`config.mk`:
```
export PLATFORM = sky130hd
export DESIGN_NAME = huffman_header_tree_rebuild_flat
export DESIGN_NICKNAME = d
export VERILOG_FILES = /design/src/hdl/hhtr_pkg.sv /design/src/hdl/hhtr_if.sv /design/src/hdl/hhtr_ram.sv /design/src/hdl/hhtr_front.sv /design/src/hdl/hhtr_fifo.sv /design/src/hdl/hhtr_back.sv /design/src/hdl/huffman_header_tree_rebuild.sv /design/src/flat_wrapper.sv
export SDC_FILE = /design/constraint.sdc
export NUM_CORES = 2
export LEC_CHECK = 0
export ABC_AREA = 0
export BUFFER_PORTS_ARGS = -buffer_cell sky130_fd_sc_hd__buf_2
export CORE_ASPECT_RATIO = 0.7
export CORE_MARGIN = 2
export CORE_UTILIZATION = 55
export DETAILED_ROUTE_END_ITERATION = 7
export GPL_TIMING_DRIVEN = 0
export HOLD_SLACK_MARGIN = 0.1
export PLACE_DENSITY_LB_ADDON = 0.3
export SLEW_MARGIN = 20
export SYNTH_ARGS = -nofsm -noshare
export SYNTH_HDL_FRONTEND = slang
export SYNTH_SLANG_ARGS = --single-unit
```
`constraint.sdc`:
```
create_clock -name i_clk -period 9.16 [get_ports i_clk]
set_clock_uncertainty 0.05 [all_clocks]
set_input_delay 0.916 -clock i_clk [delete_from_list [all_inputs] [get_ports i_clk]]
set_output_delay 0.916 -clock i_clk [all_outputs]
set_load 0.03 [all_outputs]
```
`src/hdl/hhtr_pkg.sv`:
```
// ============================================================================
// Huffman header tree rebuild package
// Shared constants, command and record types for the tree rebuild block.
// ============================================================================
package hhtr_pkg;

    localparam int BYTE_W          = 8;
    localparam int ID_OUT_W        = 9;
    localparam int DEF_STACK_DEPTH = 256;
    localparam int DEF_MAX_NODES   = 512;

    // Command queue between the parser and the stack engine.
    localparam int FIFO_DEPTH = 4;
    localparam int FIFO_PTR_W = $clog2(FIFO_DEPTH);
    localparam int FIFO_CNT_W = $clog2(FIFO_DEPTH + 1);

    localparam logic [BYTE_W-1:0] LEAF_CMD    = 8'd49;
    localparam logic [BYTE_W-1:0] INNER_VALUE = 8'd32;

    localparam logic MODE_CHAR   = 1'b0;
    localparam logic MODE_PACKED = 1'b1;

    typedef enum logic [1:0] {
        CMD_NONE    = 2'd0,
        CMD_LEAF    = 2'd1,
        CMD_COMBINE = 2'd2
    } t_cmd_kind;

    // One queued command. A NONE command only carries a clear request.
    typedef struct packed {
        t_cmd_kind         kind;
        logic              clear;
        logic              last;
        logic [BYTE_W-1:0] value;
    } t_cmd;

    typedef struct packed {
        logic [ID_OUT_W-1:0] node_id;
        logic                is_leaf;
        logic [BYTE_W-1:0]   leaf_value;
        logic [ID_OUT_W-1:0] left_id;
        logic [ID_OUT_W-1:0] right_id;
        logic                tree_done;
        logic                header_error;
        logic                last_of_run;
    } t_rec;

endpackage

```
`src/hdl/hhtr_if.sv`:
```
// ============================================================================
// Huffman header tree rebuild interfaces
// Valid/ready channels for header bytes, node records and the mode register.
// ============================================================================
interface hhtr_hdr_if;
    logic       valid;
    logic       ready;
    logic [7:0] header_byte;
    logic       start_header;

    modport source(output valid, output header_byte, output start_header, input ready);
    modport sink(input valid, input header_byte, input start_header, output ready);
endinterface

interface hhtr_rec_if;
    logic       valid;
    logic       ready;
    logic [8:0] node_id;
    logic       is_leaf;
    logic [7:0] leaf_value;
    logic [8:0] left_id;
    logic [8:0] right_id;
    logic       tree_done;
    logic       header_error;
    logic       last_of_run;

    modport source(output valid, output node_id, output is_leaf, output leaf_value,
                   output left_id, output right_id, output tree_done,
                   output header_error, output last_of_run, input ready);
    modport sink(input valid, input node_id, input is_leaf, input leaf_value,
                 input left_id, input right_id, input tree_done,
                 input header_error, input last_of_run, output ready);
endinterface

interface hhtr_cfg_if;
    logic valid;
    logic ready;
    logic header_mode;

    modport source(output valid, output header_mode, input ready);
    modport sink(input valid, input header_mode, output ready);
endinterface

```
`src/hdl/hhtr_ram.sv`:
```
// ============================================================================
// Generic RAM
// One write port and one read port with registered read data.
// ============================================================================
module hhtr_ram #(
    parameter int WIDTH = 8,
    parameter int DEPTH = 256
) (
    input  logic                     i_clk,
    input  logic                     i_we,
    input  logic [$clog2(DEPTH)-1:0] i_waddr,
    input  logic [WIDTH-1:0]         i_wdata,
    input  logic                     i_re,
    input  logic [$clog2(DEPTH)-1:0] i_raddr,
    output logic [WIDTH-1:0]         o_rdata
);

    logic [WIDTH-1:0] r_mem [DEPTH];
    logic [WIDTH-1:0] r_rdata;

    always_ff @(posedge i_clk) begin
        if (i_we) begin
            r_mem[i_waddr] <= i_wdata;
        end
        if (i_re) begin
            r_rdata <= r_mem[i_raddr];
        end
    end

    assign o_rdata = r_rdata;

endmodule

```
`src/hdl/hhtr_front.sv`:
```
// ============================================================================
// Header parser
// Walks each header byte and turns it into leaf and combine commands.
// ============================================================================
module hhtr_front (
    input  logic          i_clk,
    input  logic          i_rst_n,
    input  logic          i_mode,
    hhtr_hdr_if.sink      i_hdr,
    output logic          o_cmd_valid,
    input  logic          i_cmd_ready,
    output hhtr_pkg::t_cmd o_cmd
);
    import hhtr_pkg::*;

    logic              r_busy, n_busy;
    logic [BYTE_W-1:0] r_byte, n_byte;
    logic [2:0]        r_pos, n_pos;
    logic              r_clr, n_clr;
    logic              r_await, n_await;
    logic [2:0]        r_held, n_held;
    logic [BYTE_W-1:0] r_shift, n_shift;

    logic              cur_bit;
    t_cmd_kind         kind;
    logic [BYTE_W-1:0] value;
    logic              s_await;
    logic [2:0]        s_held;
    logic [BYTE_W-1:0] s_shift;
    logic              last_step;
    logic              more;
    logic              push;
    logic              step_go;
    logic              accept;

    // True if a command still follows in the bits after position pos.
    function automatic logic f_more(input logic [BYTE_W-1:0] byt, input logic [2:0] pos,
                                    input logic aw, input logic [2:0] held);
        logic       a;
        logic [2:0] h;
        logic       found;
        logic       bv;
        a     = aw;
        h     = held;
        found = 1'b0;
        for (int k = 0; k < 8; k++) begin
            if (3'(k) > pos) begin
                bv = byt[3'(7 - k)];
                if (a) begin
                    if (h == 3'd7) begin
                        found = 1'b1;
                        a     = 1'b0;
                        h     = 3'd0;
                    end else begin
                        h = h + 3'd1;
                    end
                end else if (bv) begin
                    a = 1'b1;
                    h = 3'd0;
                end else begin
                    found = 1'b1;
                end
            end
        end
        return found;
    endfunction

    always_comb begin
        cur_bit = r_byte[3'd7 - r_pos];
        kind    = CMD_NONE;
        value   = '0;
        s_await = r_await;
        s_held  = r_held;
        s_shift = r_shift;
        if (i_mode == MODE_CHAR) begin
            if (r_await) begin
                kind    = CMD_LEAF;
                value   = r_byte;
                s_await = 1'b0;
                s_held  = '0;
                s_shift = '0;
            end else if (r_byte == LEAF_CMD) begin
                s_await = 1'b1;
                s_held  = '0;
                s_shift = '0;
            end else begin
                kind = CMD_COMBINE;
            end
        end else begin
            if (r_await) begin
                if (r_held == 3'd7) begin
                    kind    = CMD_LEAF;
                    value   = {r_shift[BYTE_W-2:0], cur_bit};
                    s_await = 1'b0;
                    s_held  = '0;
                    s_shift = '0;
                end else begin
                    s_held  = r_held + 3'd1;
                    s_shift = {r_shift[BYTE_W-2:0], cur_bit};
                end
            end else if (cur_bit) begin
                s_await = 1'b1;
                s_held  = '0;
                s_shift = '0;
            end else begin
                kind = CMD_COMBINE;
            end
        end
    end

    assign last_step = (i_mode == MODE_CHAR) || (r_pos == 3'd7);
    assign more      = (i_mode == MODE_PACKED) && f_more(r_byte, r_pos, s_await, s_held);
    assign push      = r_busy && ((kind != CMD_NONE) || (last_step && r_clr));
    assign step_go   = r_busy && (!push || i_cmd_ready);

    assign i_hdr.ready = !r_busy || (step_go && last_step);
    assign accept      = i_hdr.valid && i_hdr.ready;

    assign o_cmd_valid  = push;
    assign o_cmd.kind   = kind;
    assign o_cmd.clear  = r_clr;
    assign o_cmd.last   = !more;
    assign o_cmd.value  = value;

    always_comb begin
        n_busy  = r_busy;
        n_byte  = r_byte;
        n_pos   = r_pos;
        n_clr   = r_clr;
        n_await = r_await;
        n_held  = r_held;
        n_shift = r_shift;
        if (step_go) begin
            n_await = s_await;
            n_held  = s_held;
            n_shift = s_shift;
            n_pos   = r_pos + 3'd1;
            if (push) begin
                n_clr = 1'b0;
            end
            if (last_step) begin
                n_busy = 1'b0;
            end
        end
        if (accept) begin
            n_byte = i_hdr.header_byte;
            n_pos  = '0;
            n_busy = 1'b1;
            n_clr  = i_hdr.start_header;
            if (i_hdr.start_header) begin
                n_await = 1'b0;
                n_held  = '0;
                n_shift = '0;
            end
        end
    end

    always_ff @(posedge i_clk) begin
        if (!i_rst_n) begin
            r_busy  <= 1'b0;
            r_pos   <= '0;
            r_clr   <= 1'b0;
            r_await <= 1'b0;
            r_held  <= '0;
            r_shift <= '0;
        end else begin
            r_busy  <= n_busy;
            r_pos   <= n_pos;
            r_clr   <= n_clr;
            r_await <= n_await;
            r_held  <= n_held;
            r_shift <= n_shift;
        end
        r_byte <= n_byte;
    end

endmodule

```
`src/hdl/hhtr_fifo.sv`:
```
// ============================================================================
// Command queue
// Short register queue that decouples the parser from the stack engine.
// ============================================================================
module hhtr_fifo (
    input  logic           i_clk,
    input  logic           i_rst_n,
    input  logic           i_push_valid,
    output logic           o_push_ready,
    input  hhtr_pkg::t_cmd i_push_data,
    output logic           o_pop_valid,
    input  logic           i_pop_ready,
    output hhtr_pkg::t_cmd o_pop_data
);
    import hhtr_pkg::*;

    t_cmd                  r_mem [FIFO_DEPTH];
    logic [FIFO_PTR_W-1:0] r_wptr;
    logic [FIFO_PTR_W-1:0] r_rptr;
    logic [FIFO_CNT_W-1:0] r_cnt;
    logic                  push;
    logic                  pop;

    assign o_push_ready = (r_cnt != FIFO_CNT_W'(FIFO_DEPTH));
    assign o_pop_valid  = (r_cnt != '0);
    assign o_pop_data   = r_mem[r_rptr];
    assign push         = i_push_valid && o_push_ready;
    assign pop          = o_pop_valid && i_pop_ready;

    always_ff @(posedge i_clk) begin
        if (!i_rst_n) begin
            r_wptr <= '0;
            r_rptr <= '0;
            r_cnt  <= '0;
        end else begin
            if (push) begin
                r_wptr <= r_wptr + 1'b1;
            end
            if (pop) begin
                r_rptr <= r_rptr + 1'b1;
            end
            if (push && !pop) begin
                r_cnt <= r_cnt + 1'b1;
            end else if (pop && !push) begin
                r_cnt <= r_cnt - 1'b1;
            end
        end
        if (push) begin
            r_mem[r_wptr] <= i_push_data;
        end
    end

endmodule

```
`src/hdl/hhtr_back.sv`:
```
// ============================================================================
// Stack engine
// Runs leaf and combine commands on the node stack and emits node records.
// ============================================================================
module hhtr_back #(
    parameter int STACK_DEPTH = hhtr_pkg::DEF_STACK_DEPTH,
    parameter int MAX_NODES   = hhtr_pkg::DEF_MAX_NODES
) (
    input  logic           i_clk,
    input  logic           i_rst_n,
    input  logic           i_cmd_valid,
    output logic           o_cmd_ready,
    input  hhtr_pkg::t_cmd i_cmd,
    hhtr_rec_if.source     o_rec
);
    import hhtr_pkg::*;

    localparam int CNT_W  = $clog2(STACK_DEPTH + 1);
    localparam int ADDR_W = $clog2(STACK_DEPTH);
    localparam int NODE_W = $clog2(MAX_NODES + 1);
    localparam int ID_W   = $clog2(MAX_NODES);

    typedef enum logic [1:0] {
        ST_RUN  = 2'b01,
        ST_COMB = 2'b10
    } t_state;

    t_state            r_state, n_state;
    logic [CNT_W-1:0]  r_cnt, n_cnt;
    logic [NODE_W-1:0] r_next, n_next;
    logic [ID_W-1:0]   r_top, n_top;
    logic              r_fin, n_fin;
    logic              r_err, n_err;
    logic              r_last, n_last;
    logic              r_ov, n_ov;
    t_rec              r_rec, n_rec;

    logic [CNT_W-1:0]  eff_cnt;
    logic [NODE_W-1:0] eff_next;
    logic              eff_fin;
    logic              eff_err;
    logic              out_free;
    logic              pop;
    t_rec              rec;
    logic              rec_v;
    logic              we;
    logic              re;
    logic [ADDR_W-1:0] waddr;
    logic [ADDR_W-1:0] raddr;
    logic [ID_W-1:0]   rdata;

    // Entries below the top live in the RAM; the top entry is kept in r_top.
    hhtr_ram #(
        .WIDTH(ID_W),
        .DEPTH(STACK_DEPTH)
    ) u_stack (
        .i_clk  (i_clk),
        .i_we   (we),
        .i_waddr(waddr),
        .i_wdata(r_top),
        .i_re   (re),
        .i_raddr(raddr),
        .o_rdata(rdata)
    );

    assign out_free = !r_ov || o_rec.ready;
    assign eff_cnt  = i_cmd.clear ? '0 : r_cnt;
    assign eff_next = i_cmd.clear ? '0 : r_next;
    assign eff_fin  = i_cmd.clear ? 1'b0 : r_fin;
    assign eff_err  = i_cmd.clear ? 1'b0 : r_err;

    always_comb begin
        n_state = r_state;
        n_cnt   = r_cnt;
        n_next  = r_next;
        n_top   = r_top;
        n_fin   = r_fin;
        n_err   = r_err;
        n_last  = r_last;
        pop     = 1'b0;
        rec     = '0;
        rec_v   = 1'b0;
        we      = 1'b0;
        re      = 1'b0;
        waddr   = ADDR_W'(eff_cnt - 1'b1);
        raddr   = ADDR_W'(eff_cnt - 2'd2);
        unique case (r_state)
            ST_RUN: begin
                if (i_cmd_valid && out_free) begin
                    pop    = 1'b1;
                    n_cnt  = eff_cnt;
                    n_next = eff_next;
                    n_fin  = eff_fin;
                    n_err  = eff_err;
                    if (!(eff_fin || eff_err)) begin
                        unique case (i_cmd.kind)
                            CMD_LEAF: begin
                                if (eff_next >= NODE_W'(MAX_NODES) ||
                                    eff_cnt >= CNT_W'(STACK_DEPTH)) begin
                                    rec.header_error = 1'b1;
                                    rec.last_of_run  = 1'b1;
                                    rec_v            = 1'b1;
                                    n_err            = 1'b1;
                                end else begin
                                    we              = (eff_cnt != '0);
                                    rec.node_id     = ID_OUT_W'(eff_next[ID_W-1:0]);
                                    rec.is_leaf     = 1'b1;
                                    rec.leaf_value  = i_cmd.value;
                                    rec.last_of_run = i_cmd.last;
                                    rec_v           = 1'b1;
                                    n_top           = eff_next[ID_W-1:0];
                                    n_cnt           = eff_cnt + 1'b1;
                                    n_next          = eff_next + 1'b1;
                                end
                            end
                            CMD_COMBINE: begin
                                if (eff_cnt == '0) begin
                                    rec.header_error = 1'b1;
                                    rec.last_of_run  = 1'b1;
                                    rec_v            = 1'b1;
                                    n_err            = 1'b1;
                                end else if (eff_cnt == CNT_W'(1)) begin
                                    // The last entry popped is the root.
                                    rec.node_id     = ID_OUT_W'(r_top);
                                    rec.tree_done   = 1'b1;
                                    rec.last_of_run = 1'b1;
                                    rec_v           = 1'b1;
                                    n_fin           = 1'b1;
                                    n_cnt           = '0;
                                end else if (eff_next >= NODE_W'(MAX_NODES)) begin
                                    rec.header_error = 1'b1;
                                    rec.last_of_run  = 1'b1;
                                    rec_v            = 1'b1;
                                    n_err            = 1'b1;
                                end else begin
                                    re      = 1'b1;
                                    n_last  = i_cmd.last;
                                    n_state = ST_COMB;
                                end
                            end
                            default: begin
                            end
                        endcase
                    end
                end
            end
            ST_COMB: begin
                if (out_free) begin
                    rec.node_id     = ID_OUT_W'(r_next[ID_W-1:0]);
                    rec.leaf_value  = INNER_VALUE;
                    rec.left_id     = ID_OUT_W'(rdata);
                    rec.right_id    = ID_OUT_W'(r_top);
                    rec.last_of_run = r_last;
                    rec_v           = 1'b1;
                    n_top           = r_next[ID_W-1:0];
                    n_cnt           = r_cnt - 1'b1;
                    n_next          = r_next + 1'b1;
                    n_state         = ST_RUN;
                end
            end
            default: begin
                n_state = ST_RUN;
            end
        endcase
    end

    always_comb begin
        n_ov  = r_ov;
        n_rec = r_rec;
        if (rec_v) begin
            n_ov  = 1'b1;
            n_rec = rec;
        end else if (o_rec.ready) begin
            n_ov = 1'b0;
        end
    end

    assign o_cmd_ready        = pop;
    assign o_rec.valid        = r_ov;
    assign o_rec.node_id      = r_rec.node_id;
    assign o_rec.is_leaf      = r_rec.is_leaf;
    assign o_rec.leaf_value   = r_rec.leaf_value;
    assign o_rec.left_id      = r_rec.left_id;
    assign o_rec.right_id     = r_rec.right_id;
    assign o_rec.tree_done    = r_rec.tree_done;
    assign o_rec.header_error = r_rec.header_error;
    assign o_rec.last_of_run  = r_rec.last_of_run;

    always_ff @(posedge i_clk) begin
        if (!i_rst_n) begin
            r_state <= ST_RUN;
            r_cnt   <= '0;
            r_next  <= '0;
            r_fin   <= 1'b0;
            r_err   <= 1'b0;
            r_last  <= 1'b0;
            r_ov    <= 1'b0;
        end else begin
            r_state <= n_state;
            r_cnt   <= n_cnt;
            r_next  <= n_next;
            r_fin   <= n_fin;
            r_err   <= n_err;
            r_last  <= n_last;
            r_ov    <= n_ov;
        end
        r_top <= n_top;
        r_rec <= n_rec;
    end

endmodule

```
`src/hdl/huffman_header_tree_rebuild.sv`:
```
// Path: a header byte passes the parser's byte register, the command queue
// and the record register before its first node record is valid; an internal
// node also passes the ST_COMB state. The parser takes a character-mode byte
// in a single step and walks a packed byte one command bit per cycle while the
// command queue has room. In the stack engine a combine runs in ST_RUN and then
// ST_COMB, since the left child comes from the stack RAM's registered read
// port. Reset is synchronous and active low; the stack RAM is not cleared.
// ============================================================================
// Huffman header tree rebuild
// Rebuilds a Huffman tree from a post-order header, one byte per transfer.
// ============================================================================
module huffman_header_tree_rebuild #(
    parameter int STACK_DEPTH = hhtr_pkg::DEF_STACK_DEPTH,
    parameter int MAX_NODES   = hhtr_pkg::DEF_MAX_NODES
) (
    input  logic       i_clk,
    input  logic       i_rst_n,
    hhtr_cfg_if.sink   i_cfg,
    hhtr_hdr_if.sink   i_hdr,
    hhtr_rec_if.source o_rec
);
    import hhtr_pkg::*;

    // The header mode register. Writes are only expected while the block is
    // idle, so the parser samples it freely.
    logic r_mode;

    logic cmd_in_valid;
    logic cmd_in_ready;
    t_cmd cmd_in;
    logic cmd_out_valid;
    logic cmd_out_ready;
    t_cmd cmd_out;

    assign i_cfg.ready = 1'b1;

    always_ff @(posedge i_clk) begin
        if (!i_rst_n) begin
            r_mode <= MODE_CHAR;
        end else if (i_cfg.valid) begin
            r_mode <= i_cfg.header_mode;
        end
    end

    // The parser splits each byte into leaf and combine commands. It tags
    // the command that ends a byte so the engine can flag the byte's last
    // record, and carries a start of header as a clear flag on the first
    // command of the byte (or on an empty command if the byte has none).
    hhtr_front u_front (
        .i_clk      (i_clk),
        .i_rst_n    (i_rst_n),
        .i_mode     (r_mode),
        .i_hdr      (i_hdr),
        .o_cmd_valid(cmd_in_valid),
        .i_cmd_ready(cmd_in_ready),
        .o_cmd      (cmd_in)
    );

    // The queue lets the parser run ahead while the engine waits on the
    // stack RAM or on the record sink.
    hhtr_fifo u_fifo (
        .i_clk       (i_clk),
        .i_rst_n     (i_rst_n),
        .i_push_valid(cmd_in_valid),
        .o_push_ready(cmd_in_ready),
        .i_push_data (cmd_in),
        .o_pop_valid (cmd_out_valid),
        .i_pop_ready (cmd_out_ready),
        .o_pop_data  (cmd_out)
    );

    // The engine owns the node stack, the node counter and the done and
    // error flags. After a done or an error record it drops every command
    // until one arrives with the clear flag set.
    hhtr_back #(
        .STACK_DEPTH(STACK_DEPTH),
        .MAX_NODES  (MAX_NODES)
    ) u_back (
        .i_clk      (i_clk),
        .i_rst_n    (i_rst_n),
        .i_cmd_valid(cmd_out_valid),
        .o_cmd_ready(cmd_out_ready),
        .i_cmd      (cmd_out),
        .o_rec      (o_rec)
    );

endmodule

```
`src/flat_wrapper.sv`:
```
// flat-port wrapper written by rule: the top's interface ports become plain ports
module huffman_header_tree_rebuild_flat import hhtr_pkg::*;
#(
    parameter int STACK_DEPTH = hhtr_pkg::DEF_STACK_DEPTH,
    parameter int MAX_NODES   = hhtr_pkg::DEF_MAX_NODES
)
  (i_clk, i_rst_n, i_cfg_valid, i_cfg_header_mode, i_cfg_ready, i_hdr_valid, i_hdr_header_byte, i_hdr_start_header, i_hdr_ready, o_rec_valid, o_rec_node_id, o_rec_is_leaf, o_rec_leaf_value, o_rec_left_id, o_rec_right_id, o_rec_tree_done, o_rec_header_error, o_rec_last_of_run, o_rec_ready);
  hhtr_cfg_if i_cfg_i ();
  hhtr_hdr_if i_hdr_i ();
  hhtr_rec_if o_rec_i ();
  input  logic i_clk;
  input  logic i_rst_n;
  input wire logic [$bits(i_cfg_i.valid)-1:0] i_cfg_valid;
  input wire logic [$bits(i_cfg_i.header_mode)-1:0] i_cfg_header_mode;
  output wire logic [$bits(i_cfg_i.ready)-1:0] i_cfg_ready;
  input wire logic [$bits(i_hdr_i.valid)-1:0] i_hdr_valid;
  input wire logic [$bits(i_hdr_i.header_byte)-1:0] i_hdr_header_byte;
  input wire logic [$bits(i_hdr_i.start_header)-1:0] i_hdr_start_header;
  output wire logic [$bits(i_hdr_i.ready)-1:0] i_hdr_ready;
  output wire logic [$bits(o_rec_i.valid)-1:0] o_rec_valid;
  output wire logic [$bits(o_rec_i.node_id)-1:0] o_rec_node_id;
  output wire logic [$bits(o_rec_i.is_leaf)-1:0] o_rec_is_leaf;
  output wire logic [$bits(o_rec_i.leaf_value)-1:0] o_rec_leaf_value;
  output wire logic [$bits(o_rec_i.left_id)-1:0] o_rec_left_id;
  output wire logic [$bits(o_rec_i.right_id)-1:0] o_rec_right_id;
  output wire logic [$bits(o_rec_i.tree_done)-1:0] o_rec_tree_done;
  output wire logic [$bits(o_rec_i.header_error)-1:0] o_rec_header_error;
  output wire logic [$bits(o_rec_i.last_of_run)-1:0] o_rec_last_of_run;
  input wire logic [$bits(o_rec_i.ready)-1:0] o_rec_ready;
  assign i_cfg_i.valid = i_cfg_valid;
  assign i_cfg_i.header_mode = i_cfg_header_mode;
  assign i_cfg_ready = i_cfg_i.ready;
  assign i_hdr_i.valid = i_hdr_valid;
  assign i_hdr_i.header_byte = i_hdr_header_byte;
  assign i_hdr_i.start_header = i_hdr_start_header;
  assign i_hdr_ready = i_hdr_i.ready;
  assign o_rec_valid = o_rec_i.valid;
  assign o_rec_node_id = o_rec_i.node_id;
  assign o_rec_is_leaf = o_rec_i.is_leaf;
  assign o_rec_leaf_value = o_rec_i.leaf_value;
  assign o_rec_left_id = o_rec_i.left_id;
  assign o_rec_right_id = o_rec_i.right_id;
  assign o_rec_tree_done = o_rec_i.tree_done;
  assign o_rec_header_error = o_rec_i.header_error;
  assign o_rec_last_of_run = o_rec_i.last_of_run;
  assign o_rec_i.ready = o_rec_ready;
  huffman_header_tree_rebuild #(.STACK_DEPTH(STACK_DEPTH), .MAX_NODES(MAX_NODES)) u_core (.i_clk(i_clk), .i_rst_n(i_rst_n), .i_cfg(i_cfg_i), .i_hdr(i_hdr_i), .o_rec(o_rec_i));
endmodule
```
# Word level (Yosys, flattened, before mapping)
# Memories as Yosys holds them, arrays and structs flattened. A register that Yosys moved wholly into a read port is not among the register bits.
# Index checks and enable logic that the tools add are counted.
# classes
add_sub_neg	20
n_lt_le_gt_ge	11
n_reduce_logical	46
n_mux	218
bitwise	10
n_eq_ne	26
# op_table
cell	n
9-bit two-way mux	16
1-bit two-way mux	114
3-bit two-way mux	35
8-bit two-way mux	13
9-bit case mux with 2 select lines	5
10-bit two-way mux	6
18-bit two-way mux	3
2-bit two-way mux	16
3-bit by 1-bit adder with 3-bit output, second input constant	10
3-bit equality test, second input constant	10
24-bit two-way mux	1
10-bit by 1-bit adder with 10-bit output, second input constant	2
10-bit case mux with 2 select lines	1
8-bit case mux with 2 select lines	1
2-bit != test, second input constant	7
7-bit AND reduction	2
2-bit nonzero test	7
3-bit greater-than comparator, first input constant	4
1-bit logical AND	11
10-bit >= comparator, second input constant	1
1-bit NOT	10
9-bit by 1-bit adder with 9-bit output, second input constant	1
9-bit by 1-bit equality test with 1-bit output, second input constant	1
9-bit >= comparator, second input constant	1
other kinds (29)	53
# totals
mem_count	2
mem_bits_rw	2352
register_bits	106
word_cells	360
output_inout_bits	42
# mem_list
name	words	word_bits	rd	rd_clocked_by_memory_dff	write_ports	line	text
u_core.u_back.u_stack.r_mem	256	9	1	1	1	hhtr_ram.sv:18	logic [WIDTH-1:0] r_mem [DEPTH];
u_core.u_fifo.r_mem	4	12	1	1	1	hhtr_fifo.sv:17	t_cmd r_mem [FIFO_DEPTH];

# Longest topological paths before layout
# logic_depth
depth_word	40
depth_mapped	40
ltp_nobuf	38

# Hierarchy
# From an unflattened synthesis, not the netlist that was laid out.
# hier_totals
hier_cells	5151
hier_area_um2	98569.5
# modules_own_cells
mod	cells_each	seq_area_each_um2	instances	area_each_um2
hhtr_ram	4237	69456.6	1	89368.2
hhtr_back	478	1941.9	1	4413.0
hhtr_front	321	560.5	1	2506.2
hhtr_fifo	110	1621.6	1	2234.6
huffman_header_tree_rebuild	5	20.0	1	47.5

# Worst setup path after synthesis
# OpenSTA, ideal clock, no wires.
# synth_path
path_kind	flip-flop to flip-flop
startpoint	register u_core.u_front.r_pos[0]
endpoint	memory u_core.u_fifo.r_mem[0][8] (netlist bit) (data pin)
period_less_slack_ps	7061
stages_incl_launch_ff	38
arrival_ps	6826
t_required_ps	8925
slack_ps	2099
n_path_buf	2
path_cell_list	dfxtp_1 -> buf_4 -> mux2i_1 -> a22o_1 -> o31ai_4 -> inv_2 -> buf_2 -> nand2_1 -> nand2_1 -> ha_1 -> ha_1 -> o31ai_1 -> ha_1 -> mux2_2 -> nand2_1 -> o21ai_0 -> nand2_1 -> nand2_1 -> (+2 left out) -> a21o_1 -> ha_1 -> o21ai_0 -> nand3_1 -> nor2_2 -> o21ai_0 -> a22o_1 -> ha_1 -> and3_1 -> a21o_1 -> ha_1 -> ha_1 -> nand3_1 -> nor2_1 -> o22a_1 -> o211a_1 -> o21a_1 -> a211oi_2
# synth_rtl
item	line	text
start: declaration	hhtr_front.sv:18	logic [2:0] r_pos, n_pos;
start signal: assignment	hhtr_front.sv:168	r_pos <= n_pos;
end: declaration	hhtr_fifo.sv:17	

==> results.toml <==
[clock_tree]
cts.path.max_buffers = 3
cts_tree = "done"
postCtsSetupRepairBufs = 0
cts_sinks = 2468
cts-root-buf = "clkbuf_16"
cts-htree-levels = 4
clkTransAtPathRegs_ns = 0.06
clkLatencyLatePin_ns = 0.87
cts_buffers = 213

[floorplan]
core_area_sq_um = 177000
rows = 129
dieArea_sq_um = 182000
die_width_um = 509
initial_utilization = 0.555
top_level_ports = 57
die_y_um = 358

[worst_hold_path]
whs_path_depth = 1
min_to = "u_core.u_front.r_byte[6]$_DFFE_PP_"
min-delay-start = "i_hdr_header_byte[6]"
holdCritPathClass = "input port to register"

[setup_path]
end_kind = "register"
slowest_stage = "edfxtp_1"
crit_type = "register to register"
r2r_cells = 36
cp.required_ns = 9.72
r2r-start = "u_core.u_front.r_byte[3]$_DFFE_PP_"
start_kind = "register"
reg2reg_slack_ns = 0.58
crit_top_cell = "ha_1"
rr_endpoint = "u_core.u_fifo.r_mem[3][8]$_DFFE_PP_"
slowest_delay_ns = 0.68
arrival_ns = 9.14
cp_max_fo = 13

[sta]
slew_viol_final = 0
tns_ns = 0
finalHoldViolations = 0
finalCritPeriodShare = 0.937
relSlewSlack = 0.132
max_freq_mhz = 117
tightest_slew_ns = 1.30
rsz0062_at_grt = "false"
period_needed_ns = 8.58
setup_ws_ns = 0.581
setup_violations = 0

[synthesis]
yosysSeqAreaShare = 0.749
synth-edff-count = 2417
syn_area_sq_um = 98300
synth_top_family_by_area = "multiplexers"
synthAdderAreaFrac = 0.00555
synth-main-ff-cell = "edfxtp_1"
yosys.area_share.simple = 0.0573
synth_nets = 5860
synth_mux_area_frac = 0.111
postSynthAreaPerCell_sq_um = 16.9
synth_xor_area_frac = 0.00115
synth_cell_types = 84
ys_ff_latch = 2468
ys_async_sr_fraction = 0
yosysWarnings = 0
synthCells = 5802
synth-compound-area-share = 0.0584

[route]
top_layer_used = "met5"
drt_first_iter_violations = 10551
via_per_inst = 6.81
drtPass1Iterations = 8
wl_met2_um = 119000
vias = 59514
final_antenna_net_count = 0
wl_met1_um = 116000
drc = 0
dr_wl_met3_um = 51800
drt-total-wl_um = 299000
wl_per_cell_um = 34.2

[grt]
grt_pass1_vias = 55746
antenna_found_initial = 11
track_usage = 0.327
grt_max_degree = 36
grt_overflow = 0
grt_pass1_wl_um = 416000

[flow_run]
cap_violations = 0

[place]
portBuffers = 55
place_congestion = 1.02
place_ws_ns = 0.651
dp_hpwl_um = 215000

[power]
power_density_nw_per_um2 = 239
clock_power_share = 0.346
switching_share = 0.271
p_int_w = 0.0193
combPwrFrac = 0.153
seqPwrFrac = 0.501
switching_power_w = 0.00719
leakage_nw = 34.9
vdd_drop_max_mv = 0.219

[final_layout]
nFillCells = 12373
final_nets = 6253
layout_commonest_cell = "edfxtp_1"
final_core_utilization = 0.625
final_cell_mix = "edfxtp_1 (2417), nand2_1 (543), nor2_1 (493)"
syn_to_final_growth_pct = 12.6
drive_gt1_frac = 0.159

[outcome]
status = "finished clean"
==> registers in the layout, indices dropped and copies added, names as in the netlist, 3 cells and up, named ones only <==
| name | cells |
|---|---|
| u_core.u_back.u_stack.r_mem | 2304 |
| u_core.u_front.r_byte | 8 |
| u_core.u_back.o_rec.right_id | 9 |
| u_core.u_fifo.r_cnt | 3 |
| u_core.u_back.u_stack.o_rdata | 9 |
| u_core.u_back.r_top | 9 |
| u_core.u_back.o_rec.leaf_value | 8 |
| u_core.u_front.r_pos | 3 |
| u_core.u_back.r_next | 10 |
| u_core.u_front.r_shift | 7 |
| u_core.u_back.o_rec.node_id | 9 |
| u_core.u_fifo.r_mem | 48 |
| u_core.u_front.r_held | 3 |
| u_core.u_back.r_cnt | 9 |
| u_core.u_back.o_rec.left_id | 9 |
==> per-stage QoR <==
stage          power, W  hold slack, ns  std cells  area [sq um]
2_1_floorplan    0.0155           0.387       5802         98300
3_3_place_gp     0.0172           0.402       8215        102000
3_5_place_dp     0.0174           0.418       8338        104000
4_1_cts          0.0263           0.151       8733        111000
5_1_grt          0.0270           0.169       8733        111000
6_report         0.0265           0.188       8735        111000
==> layout make-up <==
class / instances / area [sq um] / share of cell area
Clock buffer: 258 / 5580 / 0.0504
Sequential cell: 2468 / 73600 / 0.665
Buffer: 352 / 1630 / 0.0147
Inverter: 37 / 139 / 0.00125
Antenna cell: 2 / 5.00 / 0.0000452
Tap cell: 2358 / 2950 / 0.0267
Multi-Input combinational cell: 2945 / 23000 / 0.208
Clock inverter: 137 / 1390 / 0.0126
Timing Repair Buffer: 178 / 2410 / 0.0218
==> worst max-delay path: cells and delay by family (launching register included) <==
kind                     cells  cell delay (ns)
multiplexers                 2             0.39
AO/OA/AOI/OAI               13             3.13
flip-flops                   1             0.68
AND/OR/NAND/NOR             10             1.42
buffers and inverters        2             0.46
adder cells (fa/ha/maj)      9             2.17
==> cells in the mapped netlist (32+ instances only) <==
cell,n,area [sq um]
mux2i_1,339,3390
a211oi_1,50,375
buf_2,53,265
mux4_2,300,6760
o221ai_1,119,1040
nor4_1,33,206
buf_1,36,135
o21ai_0,104,521
and2_1,32,200
edfxtp_1,2417,72600
a21oi_1,223,1120
o211ai_1,38,285
o2111ai_1,52,455
nand3_1,80,400
o22ai_1,107,669
nand2_1,543,2040
clkbuf_1,220,826
mux2_2,70,788
inv_1,32,120
ha_1,42,526
dfxtp_1,51,1020
nor2_1,502,1880
==> metal layers <==
metal | vias up | GRT usage
met3 | 599 | 0.139
met2 | 4898 | 0.428
met1 | 30192 | 0.488
met5 | - | 0.00463
met4 | 12 | 0.112
li1 | 23813 | -
==> how the worst max path moves through the flow <==
stage                                         start                                            end  slack (ns)  cells after the start
2_1_floorplan  u_core.u_front.r_pos[0]$_SDFFE_PP0P_            u_core.u_fifo.r_mem[0][8]$_DFFE_PP_        2.10                     37
3_3_place_gp       u_core.u_back.r_top[3]$_DFFE_PP_  u_core.u_back.u_stack.r_mem[130][3]$_DFFE_PP_        0.39                      0
3_5_place_dp     u_core.u_front.r_byte[2]$_DFFE_PP_            u_core.u_fifo.r_mem[3][8]$_DFFE_PP_        0.65                     33
4_1_cts          u_core.u_front.r_byte[2]$_DFFE_PP_            u_core.u_fifo.r_mem[1][8]$_DFFE_PP_        0.59                     33
5_1_grt          u_core.u_front.r_byte[1]$_DFFE_PP_            u_core.u_fifo.r_mem[3][8]$_DFFE_PP_        0.02                     37
6_report         u_core.u_front.r_byte[3]$_DFFE_PP_            u_core.u_fifo.r_mem[3][8]$_DFFE_PP_        0.58                     36
==> cell families (layout without fill, tap and decap cells) <==
family	count (synthesis)	in the layout
flip-flops	2468	2468
AND/OR/NAND/NOR	1328	1328
AO/OA/AOI/OAI	852	852
multiplexers	709	709
buffers and inverters	389	962
adder cells (fa/ha/maj)	43	43
XOR/XNOR	12	12
other	1	3
==> power by group through the flow <==
stage | Combinational, W | Clock (W) | Sequential (W)
floorplan | 0.00137 | 0 | 0.0141
global placement | 0.00250 | 0 | 0.0148
detailed placement | 0.00388 | 0 | 0.0135
CTS | 0.00389 | 0.00917 | 0.0133
global route | 0.00414 | 0.00960 | 0.0133
finish | 0.00405 | 0.00918 | 0.0133
==> timing repair <==
| action | in CTS | in global routing |
|---|---|---|
| gates resized for setup | 0 | 1 |
| hold buffers | 0 | 0 |
| setup endpoints to repair | 0 | 4 |
No activity file was read; power rests on OpenSTA's default activity.
